## config.mk

```make
export PLATFORM = sky130hd
export DESIGN_NAME = keyed_max_priority_table_top
export DESIGN_NICKNAME = d
export VERILOG_FILES = /design/src/rtl/kmpt_pkg.sv /design/src/rtl/kmpt_ctrl.sv /design/src/rtl/kmpt_dp.sv /design/src/rtl/keyed_max_priority_table_top.sv
export VERILOG_INCLUDE_DIRS = /design/src /design/src/rtl
export SDC_FILE = /design/constraint.sdc
export NUM_CORES = 2
export LEC_CHECK = 0
export BUFFER_PORTS_ARGS = -buffer_cell sky130_fd_sc_hd__buf_2
export CAP_MARGIN = 20
export CORE_MARGIN = 1
export CORE_UTILIZATION = 56
export CTS_BUF_LIST = sky130_fd_sc_hd__clkbuf_8 sky130_fd_sc_hd__clkbuf_16
export DETAILED_ROUTE_END_ITERATION = 7
export PLACE_DENSITY = 0.76
export SETUP_SLACK_MARGIN = 0.05
export SYNTH_ARGS = -nofsm -noshare
export SYNTH_HDL_FRONTEND = slang
export SYNTH_SLANG_ARGS = --single-unit
```

## constraint.sdc

```tcl
create_clock -name clk -period 7.1 [get_ports clk]
set_input_delay 1.065 -clock clk [delete_from_list [all_inputs] [get_ports clk]]
set_output_delay 1.065 -clock clk [all_outputs]
set_load 0.01 [all_outputs]
```

## src/rtl/keyed_max_priority_table_top_assert.svh

```systemverilog
// ----------------------------------------------------------------------------
// Keyed max priority table assertion macros
// Shared concurrent assertion forms, clocked on clk and disabled in reset.
// ----------------------------------------------------------------------------
`ifndef KEYED_MAX_PRIORITY_TABLE_TOP_ASSERT_SVH
`define KEYED_MAX_PRIORITY_TABLE_TOP_ASSERT_SVH

// The condition holds at every clock edge outside reset.
`define KMPT_ASSERT_HOLDS(label, cond) \
	label: assert property (@(posedge clk) disable iff (!arst_n) (cond)) \
		else $error("kmpt: invariant violated");

// The consequent holds in the same cycle as the antecedent.
`define KMPT_ASSERT_IMPLIES(label, ante, cons) \
	label: assert property (@(posedge clk) disable iff (!arst_n) (ante) |-> (cons)) \
		else $error("kmpt: same-cycle implication violated");

// The consequent holds in the cycle after the antecedent.
`define KMPT_ASSERT_NEXT(label, ante, cons) \
	label: assert property (@(posedge clk) disable iff (!arst_n) (ante) |=> (cons)) \
		else $error("kmpt: next-cycle implication violated");

`endif

```

## src/rtl/kmpt_pkg.sv

```systemverilog
// ----------------------------------------------------------------------------
// Keyed max priority table package
// Sizes, operation codes and the command and status bundles shared by the
// controller, the datapath and the top level.
// ----------------------------------------------------------------------------
package kmpt_pkg;

	// Table size and derived widths.
	localparam int CAPACITY = 16;
	localparam int IDX_W    = $clog2(CAPACITY);
	localparam int CNT_W    = $clog2(CAPACITY + 1);

	// Field widths.
	localparam int FUNC_W = 2;
	localparam int KEY_W  = 32;
	localparam int VAL_W  = 64;

	// Operation codes carried by a request.
	typedef enum logic [FUNC_W-1:0] {
		FUNC_INSERT = 2'd0,
		FUNC_REMOVE = 2'd1,
		FUNC_RANGE  = 2'd2
	} func_t;

	// Source of the table write data and address.
	typedef enum logic [1:0] {
		WR_UPDATE = 2'd0,
		WR_APPEND = 2'd1,
		WR_SHIFT  = 2'd2
	} wr_sel_t;

	// Source of a result.
	typedef enum logic [1:0] {
		SRC_FAIL  = 2'd0,
		SRC_INPUT = 2'd1,
		SRC_PEND  = 2'd2
	} src_t;

	// Commands from the controller to the datapath.
	typedef struct packed {
		logic    cap;
		logic    idx_clr;
		logic    idx_inc;
		logic    idx_best;
		logic    rd_en;
		logic    rd_next;
		logic    wr_en;
		wr_sel_t wr_sel;
		logic    cnt_inc;
		logic    cnt_dec;
		logic    pend_clr;
		logic    pend_load;
		logic    best_upd;
		logic    emit;
		src_t    emit_src;
		logic    emit_last;
	} kmpt_cmd_t;

	// Status from the datapath to the controller.
	typedef struct packed {
		logic n_zero;
		logic n_full;
		logic idx_last;
		logic sh_more;
		logic key_eq;
		logic in_range;
		logic max_take;
		logic pend_valid;
		logic out_free;
	} kmpt_status_t;

endpackage

```

## src/rtl/kmpt_ctrl.sv

```systemverilog
// ----------------------------------------------------------------------------
// Keyed max priority table controller
// One-hot state machine that sequences the table scan, the append, the
// compaction after a removal and the delivery of results.
// ----------------------------------------------------------------------------
module kmpt_ctrl import kmpt_pkg::*; (
	input  logic                clk,
	input  logic                arst_n,
	input  logic                in_valid,
	output logic                in_ready,
	input  logic [FUNC_W-1:0]   func,
	input  kmpt_status_t        status,
	output kmpt_cmd_t           cmd
);

	typedef enum logic [6:0] {
		S_IDLE   = 7'b0000001,
		S_RD     = 7'b0000010,
		S_CMP    = 7'b0000100,
		S_APPEND = 7'b0001000,
		S_SH_RD  = 7'b0010000,
		S_SH_WR  = 7'b0100000,
		S_EMIT   = 7'b1000000
	} state_t;

	state_t state_q, state_d;
	func_t  op_q, op_d;
	src_t   src_q, src_d;
	logic   last_q, last_d;
	logic   mid_q, mid_d;

	// Next state and commands.
	always_comb begin
		state_d  = state_q;
		op_d     = op_q;
		src_d    = src_q;
		last_d   = last_q;
		mid_d    = mid_q;
		cmd      = '0;
		in_ready = (state_q == S_IDLE);
		case (state_q)
			S_IDLE: begin
				if (in_valid) begin
					cmd.cap      = 1'b1;
					cmd.idx_clr  = 1'b1;
					cmd.pend_clr = 1'b1;
					op_d         = func_t'(func);
					case (func_t'(func))
						FUNC_INSERT: begin
							state_d = status.n_zero ? S_APPEND : S_RD;
						end
						FUNC_REMOVE, FUNC_RANGE: begin
							if (status.n_zero) begin
								state_d = S_EMIT;
								src_d   = SRC_FAIL;
								last_d  = 1'b1;
								mid_d   = 1'b0;
							end else begin
								state_d = S_RD;
							end
						end
						default: begin
							state_d = S_EMIT;
							src_d   = SRC_FAIL;
							last_d  = 1'b1;
							mid_d   = 1'b0;
						end
					endcase
				end
			end
			S_RD: begin
				cmd.rd_en = 1'b1;
				state_d   = S_CMP;
			end
			S_CMP: begin
				case (op_q)
					FUNC_INSERT: begin
						if (status.key_eq) begin
							cmd.wr_en  = 1'b1;
							cmd.wr_sel = WR_UPDATE;
							state_d    = S_EMIT;
							src_d      = SRC_INPUT;
							last_d     = 1'b1;
							mid_d      = 1'b0;
						end else if (status.idx_last) begin
							if (status.n_full) begin
								state_d = S_EMIT;
								src_d   = SRC_FAIL;
								last_d  = 1'b1;
								mid_d   = 1'b0;
							end else begin
								state_d = S_APPEND;
							end
						end else begin
							cmd.idx_inc = 1'b1;
							state_d     = S_RD;
						end
					end
					FUNC_REMOVE: begin
						if (status.max_take) begin
							cmd.pend_load = 1'b1;
							cmd.best_upd  = 1'b1;
						end
						if (status.idx_last) begin
							cmd.idx_best = 1'b1;
							state_d      = S_SH_RD;
						end else begin
							cmd.idx_inc = 1'b1;
							state_d     = S_RD;
						end
					end
					FUNC_RANGE: begin
						if (status.in_range && status.pend_valid) begin
							// Older match goes out now; this one waits for the next.
							state_d = S_EMIT;
							src_d   = SRC_PEND;
							last_d  = 1'b0;
							mid_d   = 1'b1;
						end else begin
							if (status.in_range) begin
								cmd.pend_load = 1'b1;
							end
							if (status.idx_last) begin
								state_d = S_EMIT;
								mid_d   = 1'b0;
								last_d  = 1'b1;
								src_d   = (status.pend_valid || status.in_range) ?
								          SRC_PEND : SRC_FAIL;
							end else begin
								cmd.idx_inc = 1'b1;
								state_d     = S_RD;
							end
						end
					end
					default: begin
						state_d = S_IDLE;
					end
				endcase
			end
			S_APPEND: begin
				cmd.wr_en   = 1'b1;
				cmd.wr_sel  = WR_APPEND;
				cmd.cnt_inc = 1'b1;
				state_d     = S_EMIT;
				src_d       = SRC_INPUT;
				last_d      = 1'b1;
				mid_d       = 1'b0;
			end
			S_SH_RD: begin
				if (status.sh_more) begin
					cmd.rd_en   = 1'b1;
					cmd.rd_next = 1'b1;
					state_d     = S_SH_WR;
				end else begin
					cmd.cnt_dec = 1'b1;
					state_d     = S_EMIT;
					src_d       = SRC_PEND;
					last_d      = 1'b1;
					mid_d       = 1'b0;
				end
			end
			S_SH_WR: begin
				cmd.wr_en   = 1'b1;
				cmd.wr_sel  = WR_SHIFT;
				cmd.idx_inc = 1'b1;
				state_d     = S_SH_RD;
			end
			S_EMIT: begin
				if (status.out_free) begin
					cmd.emit      = 1'b1;
					cmd.emit_src  = src_q;
					cmd.emit_last = last_q;
					if (mid_q) begin
						// The entry under compare becomes the held match.
						cmd.pend_load = 1'b1;
						if (status.idx_last) begin
							src_d  = SRC_PEND;
							last_d = 1'b1;
							mid_d  = 1'b0;
						end else begin
							cmd.idx_inc = 1'b1;
							state_d     = S_RD;
						end
					end else begin
						state_d = S_IDLE;
					end
				end
			end
			default: begin
				state_d = S_IDLE;
			end
		endcase
	end

	// State registers.
	always_ff @(posedge clk or negedge arst_n) begin
		if (!arst_n) begin
			state_q <= S_IDLE;
			op_q    <= FUNC_INSERT;
			src_q   <= SRC_FAIL;
			last_q  <= 1'b0;
			mid_q   <= 1'b0;
		end else begin
			state_q <= state_d;
			op_q    <= op_d;
			src_q   <= src_d;
			last_q  <= last_d;
			mid_q   <= mid_d;
		end
	end

endmodule

```

## src/rtl/kmpt_dp.sv

```systemverilog
// ----------------------------------------------------------------------------
// Keyed max priority table datapath
// Key and value memories, scan index, entry count, held match and the
// result register, all driven by controller commands.
// ----------------------------------------------------------------------------
module kmpt_dp import kmpt_pkg::*; (
	input  logic                    clk,
	input  logic                    arst_n,
	input  logic signed [KEY_W-1:0] entry_key,
	input  logic [VAL_W-1:0]        entry_value,
	input  logic signed [KEY_W-1:0] range_low,
	input  logic signed [KEY_W-1:0] range_high,
	output logic                    out_valid,
	input  logic                    out_ready,
	output logic                    success,
	output logic signed [KEY_W-1:0] out_key,
	output logic [VAL_W-1:0]        out_value,
	output logic                    last,
	input  kmpt_cmd_t               cmd,
	output kmpt_status_t            status
);

	// Table memories.
	logic [KEY_W-1:0] key_mem [CAPACITY];
	logic [VAL_W-1:0] val_mem [CAPACITY];

	logic signed [KEY_W-1:0] key_q, lo_q, hi_q;
	logic [VAL_W-1:0]        val_q;
	logic signed [KEY_W-1:0] rd_key_q;
	logic [VAL_W-1:0]        rd_val_q;
	logic signed [KEY_W-1:0] pend_key_q;
	logic [VAL_W-1:0]        pend_val_q;
	logic                    pend_valid_q;
	logic [IDX_W-1:0]        idx_q, best_idx_q;
	logic [CNT_W-1:0]        cnt_q;
	logic                    out_valid_q;
	logic                    success_q, last_q;
	logic signed [KEY_W-1:0] out_key_q;
	logic [VAL_W-1:0]        out_val_q;

	logic [CNT_W-1:0] idx_nxt;
	logic [IDX_W-1:0] rd_addr, wr_addr;
	logic [KEY_W-1:0] wr_key;
	logic [VAL_W-1:0] wr_val;
	logic             out_free;

	// Scan position relative to the fill count.
	assign idx_nxt = CNT_W'(idx_q) + CNT_W'(1);
	assign rd_addr = cmd.rd_next ? idx_nxt[IDX_W-1:0] : idx_q;
	assign out_free = !out_valid_q || out_ready;

	// Write address and data selection.
	always_comb begin
		case (cmd.wr_sel)
			WR_UPDATE: begin
				wr_addr = idx_q;
				wr_key  = key_q;
				wr_val  = val_q;
			end
			WR_APPEND: begin
				wr_addr = cnt_q[IDX_W-1:0];
				wr_key  = key_q;
				wr_val  = val_q;
			end
			WR_SHIFT: begin
				wr_addr = idx_q;
				wr_key  = rd_key_q;
				wr_val  = rd_val_q;
			end
			default: begin
				wr_addr = idx_q;
				wr_key  = key_q;
				wr_val  = val_q;
			end
		endcase
	end

	// Memory write port and registered read port.
	always_ff @(posedge clk) begin
		if (cmd.wr_en) begin
			key_mem[wr_addr] <= wr_key;
			val_mem[wr_addr] <= wr_val;
		end
		if (cmd.rd_en) begin
			rd_key_q <= key_mem[rd_addr];
			rd_val_q <= val_mem[rd_addr];
		end
	end

	// Request fields, held match and best index.
	always_ff @(posedge clk) begin
		if (cmd.cap) begin
			key_q <= entry_key;
			val_q <= entry_value;
			lo_q  <= range_low;
			hi_q  <= range_high;
		end
		if (cmd.pend_load) begin
			pend_key_q <= rd_key_q;
			pend_val_q <= rd_val_q;
		end
		if (cmd.best_upd) begin
			best_idx_q <= idx_q;
		end
	end

	// Result payload.
	always_ff @(posedge clk) begin
		if (cmd.emit) begin
			case (cmd.emit_src)
				SRC_INPUT: begin
					success_q <= 1'b1;
					out_key_q <= key_q;
					out_val_q <= val_q;
				end
				SRC_PEND: begin
					success_q <= 1'b1;
					out_key_q <= pend_key_q;
					out_val_q <= pend_val_q;
				end
				default: begin
					success_q <= 1'b0;
					out_key_q <= '0;
					out_val_q <= '0;
				end
			endcase
			last_q <= cmd.emit_last;
		end
	end

	// Control registers: scan index, fill count, match flag, result valid.
	always_ff @(posedge clk or negedge arst_n) begin
		if (!arst_n) begin
			idx_q        <= '0;
			cnt_q        <= '0;
			pend_valid_q <= 1'b0;
			out_valid_q  <= 1'b0;
		end else begin
			if (cmd.idx_clr) begin
				idx_q <= '0;
			end else if (cmd.idx_inc) begin
				idx_q <= idx_q + IDX_W'(1);
			end else if (cmd.idx_best) begin
				idx_q <= cmd.best_upd ? idx_q : best_idx_q;
			end
			if (cmd.cnt_inc) begin
				cnt_q <= cnt_q + CNT_W'(1);
			end else if (cmd.cnt_dec) begin
				cnt_q <= cnt_q - CNT_W'(1);
			end
			if (cmd.pend_clr) begin
				pend_valid_q <= 1'b0;
			end else if (cmd.pend_load) begin
				pend_valid_q <= 1'b1;
			end
			if (cmd.emit) begin
				out_valid_q <= 1'b1;
			end else if (out_ready) begin
				out_valid_q <= 1'b0;
			end
		end
	end

	// Status toward the controller.
	always_comb begin
		status.n_zero     = (cnt_q == '0);
		status.n_full     = (cnt_q == CNT_W'(CAPACITY));
		status.idx_last   = (idx_nxt == cnt_q);
		status.sh_more    = (idx_nxt < cnt_q);
		status.key_eq     = (rd_key_q == key_q);
		status.in_range   = (rd_key_q >= lo_q) && (rd_key_q <= hi_q);
		status.max_take   = !pend_valid_q || (rd_key_q > pend_key_q);
		status.pend_valid = pend_valid_q;
		status.out_free   = out_free;
	end

	assign out_valid = out_valid_q;
	assign success   = success_q;
	assign out_key   = out_key_q;
	assign out_value = out_val_q;
	assign last      = last_q;

endmodule

```

## src/rtl/keyed_max_priority_table_top.sv

```systemverilog
// Requests are taken one at a time. Each scan step passes S_RD then S_CMP, each
// compaction step S_SH_RD then S_SH_WR, and a busy result register (output
// stall) holds the sequence in S_EMIT.
// Reset: asynchronous, active low; clears the state machine, the entry count
// and the result valid. Table memory contents are undefined after reset.
// ----------------------------------------------------------------------------
// Keyed max priority table top level
// Insertion-ordered key/value table with in-place update, max-key removal
// and range query, built from a controller and a memory-based datapath.
// ----------------------------------------------------------------------------
`include "keyed_max_priority_table_top_assert.svh"

module keyed_max_priority_table_top import kmpt_pkg::*; (
	input  logic                    clk,
	input  logic                    arst_n,
	input  logic                    in_valid,
	output logic                    in_ready,
	input  logic [FUNC_W-1:0]       func,
	input  logic signed [KEY_W-1:0] entry_key,
	input  logic [VAL_W-1:0]        entry_value,
	input  logic signed [KEY_W-1:0] range_low,
	input  logic signed [KEY_W-1:0] range_high,
	output logic                    out_valid,
	input  logic                    out_ready,
	output logic                    success,
	output logic signed [KEY_W-1:0] out_key,
	output logic [VAL_W-1:0]        out_value,
	output logic                    last
);

	kmpt_cmd_t    cmd;
	kmpt_status_t status;

	// Sequencer.
	kmpt_ctrl u_ctrl (
		.clk      (clk),
		.arst_n   (arst_n),
		.in_valid (in_valid),
		.in_ready (in_ready),
		.func     (func),
		.status   (status),
		.cmd      (cmd)
	);

	// Table storage and result register.
	kmpt_dp u_dp (
		.clk         (clk),
		.arst_n      (arst_n),
		.entry_key   (entry_key),
		.entry_value (entry_value),
		.range_low   (range_low),
		.range_high  (range_high),
		.out_valid   (out_valid),
		.out_ready   (out_ready),
		.success     (success),
		.out_key     (out_key),
		.out_value   (out_value),
		.last        (last),
		.cmd         (cmd),
		.status      (status)
	);

	// A result is only loaded when the result register can take it.
	`KMPT_ASSERT_IMPLIES(a_emit_slot_free, cmd.emit, status.out_free)
	// An append never happens on a full table.
	`KMPT_ASSERT_HOLDS(a_no_append_when_full, !(cmd.cnt_inc && status.n_full))
	// A removal never decrements an empty count.
	`KMPT_ASSERT_IMPLIES(a_dec_nonempty, cmd.cnt_dec, !status.n_zero)
	// One request is worked on at a time.
	`KMPT_ASSERT_NEXT(a_one_request, in_valid && in_ready, !in_ready)

endmodule

```

Yosys cells after proc, flatten, opt, wreduce, memory -nomap -nowiden
Memories as Yosys holds them, arrays and structs flattened. A register that Yosys moved wholly into a read port is not among the register bits. Index checks and enable logic that the tools add are counted.

Bits in registers: 382. RAM bits: 1536. Word-level logic and storage cells: 192. Memories kept: 2.

Add/sub/neg operators: 4. Order comparisons: 4. Equal/unequal tests: 30. Muxes and demuxes: 109. Reduce and logical (&&, ||, !) cells: 23.

Memory list: u_dp.val_mem (depth 16, width 64, rd ports 1, clocked after memory_dff 1, write ports 1, RTL line kmpt_dp.sv:25) `logic [VAL_W-1:0] val_mem [CAPACITY];`; u_dp.key_mem (depth 16, width 32, rd ports 1, clocked after memory_dff 1, write ports 1, RTL line kmpt_dp.sv:24) `logic [KEY_W-1:0] key_mem [CAPACITY];`.

Operators by type and width (count): $pmux W64 S2 (1); $mux W7 (11); $mux W64 (1); $pmux W32 S2 (1); $pmux W7 S7 (1); $mux W1 (46); $mux W4 (9); $eq A32 B32 Y1 (1); $ge A32 B32 Y1 (1); $gt A32 B32 Y1 (1); $le A32 B32 Y1 (1); $mux W2 (16); $mux W32 (1); $pmux W7 S3 (1); $reduce_and A10 Y1 (2); $mux W5 (3); $pmux W1 S2 (7); $pmux W7 S2 (1); $reduce_and A12 Y1 (1); $pmux W1 S5 (2); $pmux W2 S5 (1); $pmux W3 S3 (1); $eq A2 B1 Y1 const B (4); $eq A2 B2 Y1 const B (4); other kinds (34) (52).

Longest topological paths before layout
Depth after elaboration: 9. Mapped depth: 15.

By module
A second synthesis with hierarchy kept.

Cells, all modules: 3583. Area, all modules: 78353.9 um^2.

Modules (own cells, without submodules): kmpt_dp (instances 1, cells each 3435, area each 77184.0 um^2, seq. area each 59992.5 um^2); kmpt_ctrl (instances 1, cells each 148, area each 1169.9 um^2, seq. area each 326.6 um^2).

Worst setup path after synthesis
No wires, ideal clock.

Kind: reg-to-reg. From: reg u_ctrl.state_q[3]. To: reg u_dp.pend_key_q[0], enable pin. Setup time: 0.577 ns. Data arrival time: 7.278 ns. Data required time: 6.523 ns. Path slack: -0.755 ns. Stages on the path, launching flop included: 8. Buffers on the path: 1. Cell sequence: dfrtp_1 -> or3_1 -> or3_1 -> nor3b_2 -> and2_1 -> clkbuf_1 -> nand2_1 -> o211ai_1.

RTL lines: from (decl) (RTL line kmpt_ctrl.sv:26) `state_t state_q, state_d;`; from (signal assigned) (RTL line kmpt_ctrl.sv:204) `state_q <= state_d;`; to (signal assigned) (RTL line kmpt_dp.sv:99) `pend_key_q <= rd_key_q;`; to (decl) (RTL line kmpt_dp.sv:31) `logic signed [KEY_W-1:0] pend_key_q;`.

Final worst setup path
From: reg u_dp.idx_q[1]. To: reg u_dp.rd_key_q[31], read port of u_dp.key_mem (data pin).

Cells in the longest elaborated chain, start to end: 5. Elaborated cells between the ends (all ways): 6. Classes of those cells: add/sub: 1; order compare: 1; mux: 4.

RTL lines: from (decl) (RTL line kmpt_dp.sv:34) `logic [IDX_W-1:0] idx_q, best_idx_q;`; from (signal assigned) (RTL line kmpt_dp.sv:142) `idx_q <= idx_q + IDX_W'(1);`; from (signal assigned) (RTL line kmpt_dp.sv:144) `idx_q <= cmd.best_upd ? idx_q : best_idx_q;`; $add A4 B1 Y5 (RTL line kmpt_dp.sv:48) `assign idx_nxt = CNT_W'(idx_q) + CNT_W'(1);`; $lt A5 B5 Y1 (RTL line kmpt_dp.sv:169) `status.sh_more = (idx_nxt < cnt_q);`; $mux W2 (RTL line kmpt_ctrl.sv:150) `if (status.sh_more) begin`; $mux W1 (RTL line kmpt_ctrl.sv:41) `case (state_q)`; $mux W4 (RTL line kmpt_dp.sv:49) `assign rd_addr = cmd.rd_next ? idx_nxt[IDX_W-1:0] : idx_q;`; to (decl) (RTL line kmpt_dp.sv:29) `logic signed [KEY_W-1:0] rd_key_q;`.

Parallel ways exist; a longest one is shown, timed or not. A chain may end at the register's enable or synchronous reset.

==> metrics <==
outcome finished, final reports clean; CTS buffer count just under 200; root buffer cell clkbuf_16; combinational power share a little over a tenth; PD cells 314 mW/mm²; Synth Net Count 4,689; P_int 0.0211 W; Post-synth EDFFs 1,986; Setup-failing EPs final 0; GRT Resource Usage Total 26.4%; most common cell after layout, fill and taps aside edfxtp_1; Final min period 5.47 ns; Post-CTS Setup Inserts 0; RSZ-0062 raised after global routing no; largest net degree at the start of global routing 126; DR pass1 iterations 6; CP endpoint kind register; CP endpoint u_dp.rd_key_q[31]; die height 377 µm; RD Place Congestion 0.881; area added between synthesis and finish 12.9%; vias in the first global route roughly 42,000; first-pass GRT wire length 275,000 µm; n_diodes 0; Initial DRC Count 4,928; largest cells by area after synthesis edfxtp_1, mux2i_1, o22ai_1; CP startpoint kind register; Worst R2R Path Depth 13; Sw Share between 20% and 30%; DRT Wirelength around 190,000 µm; antenna violations before repair 4; HP Class in2async; Clock Latency Late Sink ~0.85 ns; met1 GRT Util a little under two fifths; Max Buffers Root-to-Sink 3; sequential share of the synthesized area approximately three quarters; Worst R2R End u_dp.rd_key_q[31]; utilization after layout 63.7%; IO Pins 266; Synth top area share roughly 76%; Storage cell area 0.0603 mm²; routed vias 42,455; most frequent cells in the layout edfxtp_1, mux2i_1, o22ai_1; Final #Nets approximately 5,000; hold buffer count at CTS 0; routed length per instance 28.0 µm; Buffers on Ports 265; Synth Register Bits 2,014; Slew Viols, Final 0; beginning of the critical path u_dp.idx_q[1]; gr ovfl total 0; dominant synthesized flop cell edfxtp_1; fillers 9,356; Psw around 0.007 W; reg-to-reg slack, setup 1.63 ns; number of gates resized after cts 0; Post-DP HPWL 98,700 µm; FMAX between 150 and 200 MHz; num rows 137; mean area per synthesized cell ~18 µm²; GR Layer Usage met2 about 42%; period utilization 77.0%; Multi-input gate area between 0.015 and 0.02 mm²; pre-CTS setup slack 1.80 ns; Yosys Warn Count 0; Vias per Instance 6.28; Setup CP Type reg2reg; sequential share of power 52.3%; Max transition margin 24.4%; async set-reset flop share out of synthesis 1.19%; M3 GR Usage 4.56%; layout cell share with drive strength beyond 1 between 10% and 20%; Syn Std Cell Area 0.0787 mm²; ANT nets after route 0; dominant cell type by area after synthesis edfxtp_1; CP Max Fanout 41; Max-Cap Viols 0; post-synthesis cell count 4,409; Die ar. 0.142 mm²; Initial Util 56.4%; Setup TNS 0 ns; Setup Skew 0.0366 ns; CTS H-tree lvls 4; GRT busiest layer met2; VDD IR max around 0.00028 V; clock power share 36.7%; CP arrival 6.01 ns; CTS tree yes; clock-pin slew on the worst setup and hold paths about 0.060 ns; WP data required 7.65 ns; residual DRC count 0; worst setup margin roughly 1.6 ns; die width between 300 and 400 µm; Fin. Hold Viols 0; CTS sink cnt around 2,000; Worst-Margin Slew 1.13 ns; Tot Pwr 0.0279 W; post-synth cell types 74; Leak 34.6 nW; core area 0.140 mm²; RR Startpoint u_dp.idx_q[1]
-- how the worst min path moves through the flow --
stage	startpoint	endpoint	slack (ns)	cells past startpoint
floorplan	u_dp.rd_val_q[0]	u_dp.pend_val_q[0]	0.42	0
global placement	u_dp.rd_val_q[6]	u_dp.pend_val_q[6]	0.43	0
detailed placement	u_dp.rd_val_q[3]	u_dp.pend_val_q[3]	0.44	0
CTS	arst_n	u_dp.out_valid	0.18	1
global route	arst_n	u_ctrl.state_q[1]	0.24	1
finish	arst_n	u_ctrl.state_q[2]	0.22	1
-- cell type report --
class	count	area share, %
clock buffers	194	5.46
clock inverters	162	1.68
flip-flops and latches	2014	67.9
inverters	121	0.519
well taps	1876	2.64
repair buffers	340	2.50
multi-input cells	2053	19.3
-- worst max-delay path, stage by stage (launching register included) --
cell	delay [ns]
dfrtp_1	0.51
ha_1	0.29
nor2b_1	0.15
or2_2	0.29
ha_1	0.29
o21a_1	0.11
o21a_1	0.18
o21ai_2	0.24
nand4_1	0.17
xor2_1	0.88
or2_4	0.88
buf_12	0.40
o22ai_1	0.17
or4_1	0.54
-- cells in the mapped netlist, types with 5 or more instances --
cell type / n
a21o_1: 23
buf_2: 112
nand4_1: 29
nand3_1: 16
buf_1: 10
a31oi_1: 7
nor3b_1: 5
xnor2_1: 36
o211ai_1: 6
nor3_1: 15
nand2_1: 40
or4_1: 99
nor4_1: 9
edfxtp_1: 1986
dfrtp_1: 23
mux2_2: 100
o22ai_1: 384
buf_4: 7
a22oi_1: 96
nor2b_1: 10
a21oi_1: 43
o21ai_0: 27
nand2b_1: 10
clkbuf_1: 89
nor2_1: 137
inv_1: 121
and3_1: 7
mux2i_1: 771
ha_1: 113
-- power groups by stage --
stage | logic [W] | registers [W] | clock network, W
2_1_floorplan | 0.00217 | 0.0147 | 0
3_3_place_gp | 0.00294 | 0.0148 | 0
3_5_place_dp | 0.00305 | 0.0148 | 0
4_1_cts | 0.00306 | 0.0146 | 0.0103
5_1_grt | 0.00333 | 0.0146 | 0.0108
6_report | 0.00308 | 0.0146 | 0.0102
-- registers in the layout (all words and copies together), names as in the netlist, 64 cells and up --
| name | count |
|---|---|
| u_dp.val_q | 64 |
| u_dp.key_mem | 512 |
| u_dp.rd_val_q | 64 |
| u_dp.pend_val_q | 64 |
| u_dp.val_mem | 1024 |
| u_dp.out_value | 64 |
-- routing by layer --
layer  part of all wire [%]  wire length (µm)  up-vias
li1                       -                 -    18317
met1                     40             76000    21571
met2                     48             90400     2204
met3                    9.1             17200      359
met4                    3.0              5730        4
met5                  0.011                21        -
-- kinds of logic after synthesis --
family	synth area share, %
adder cells (fa/ha/maj)	1.82
flip-flops	76.6
buffers and inverters	1.87
multiplexers	11.3
AO/OA/AOI/OAI	5.16
AND/OR/NAND/NOR	2.82
XOR/XNOR	0.434
-- metrics by stage --
step | cells | hold WS [ns] | instance area (µm²)
final | 6760 | 0.225 | 88900
after global routing | 6760 | 0.243 | 88900
after CTS | 6758 | 0.185 | 88900
after detailed placement | 6402 | 0.440 | 82500
after global placement | 6402 | 0.426 | 82500
after floorplan | 4409 | 0.420 | 78800
(Power assumes the default switching activity.)
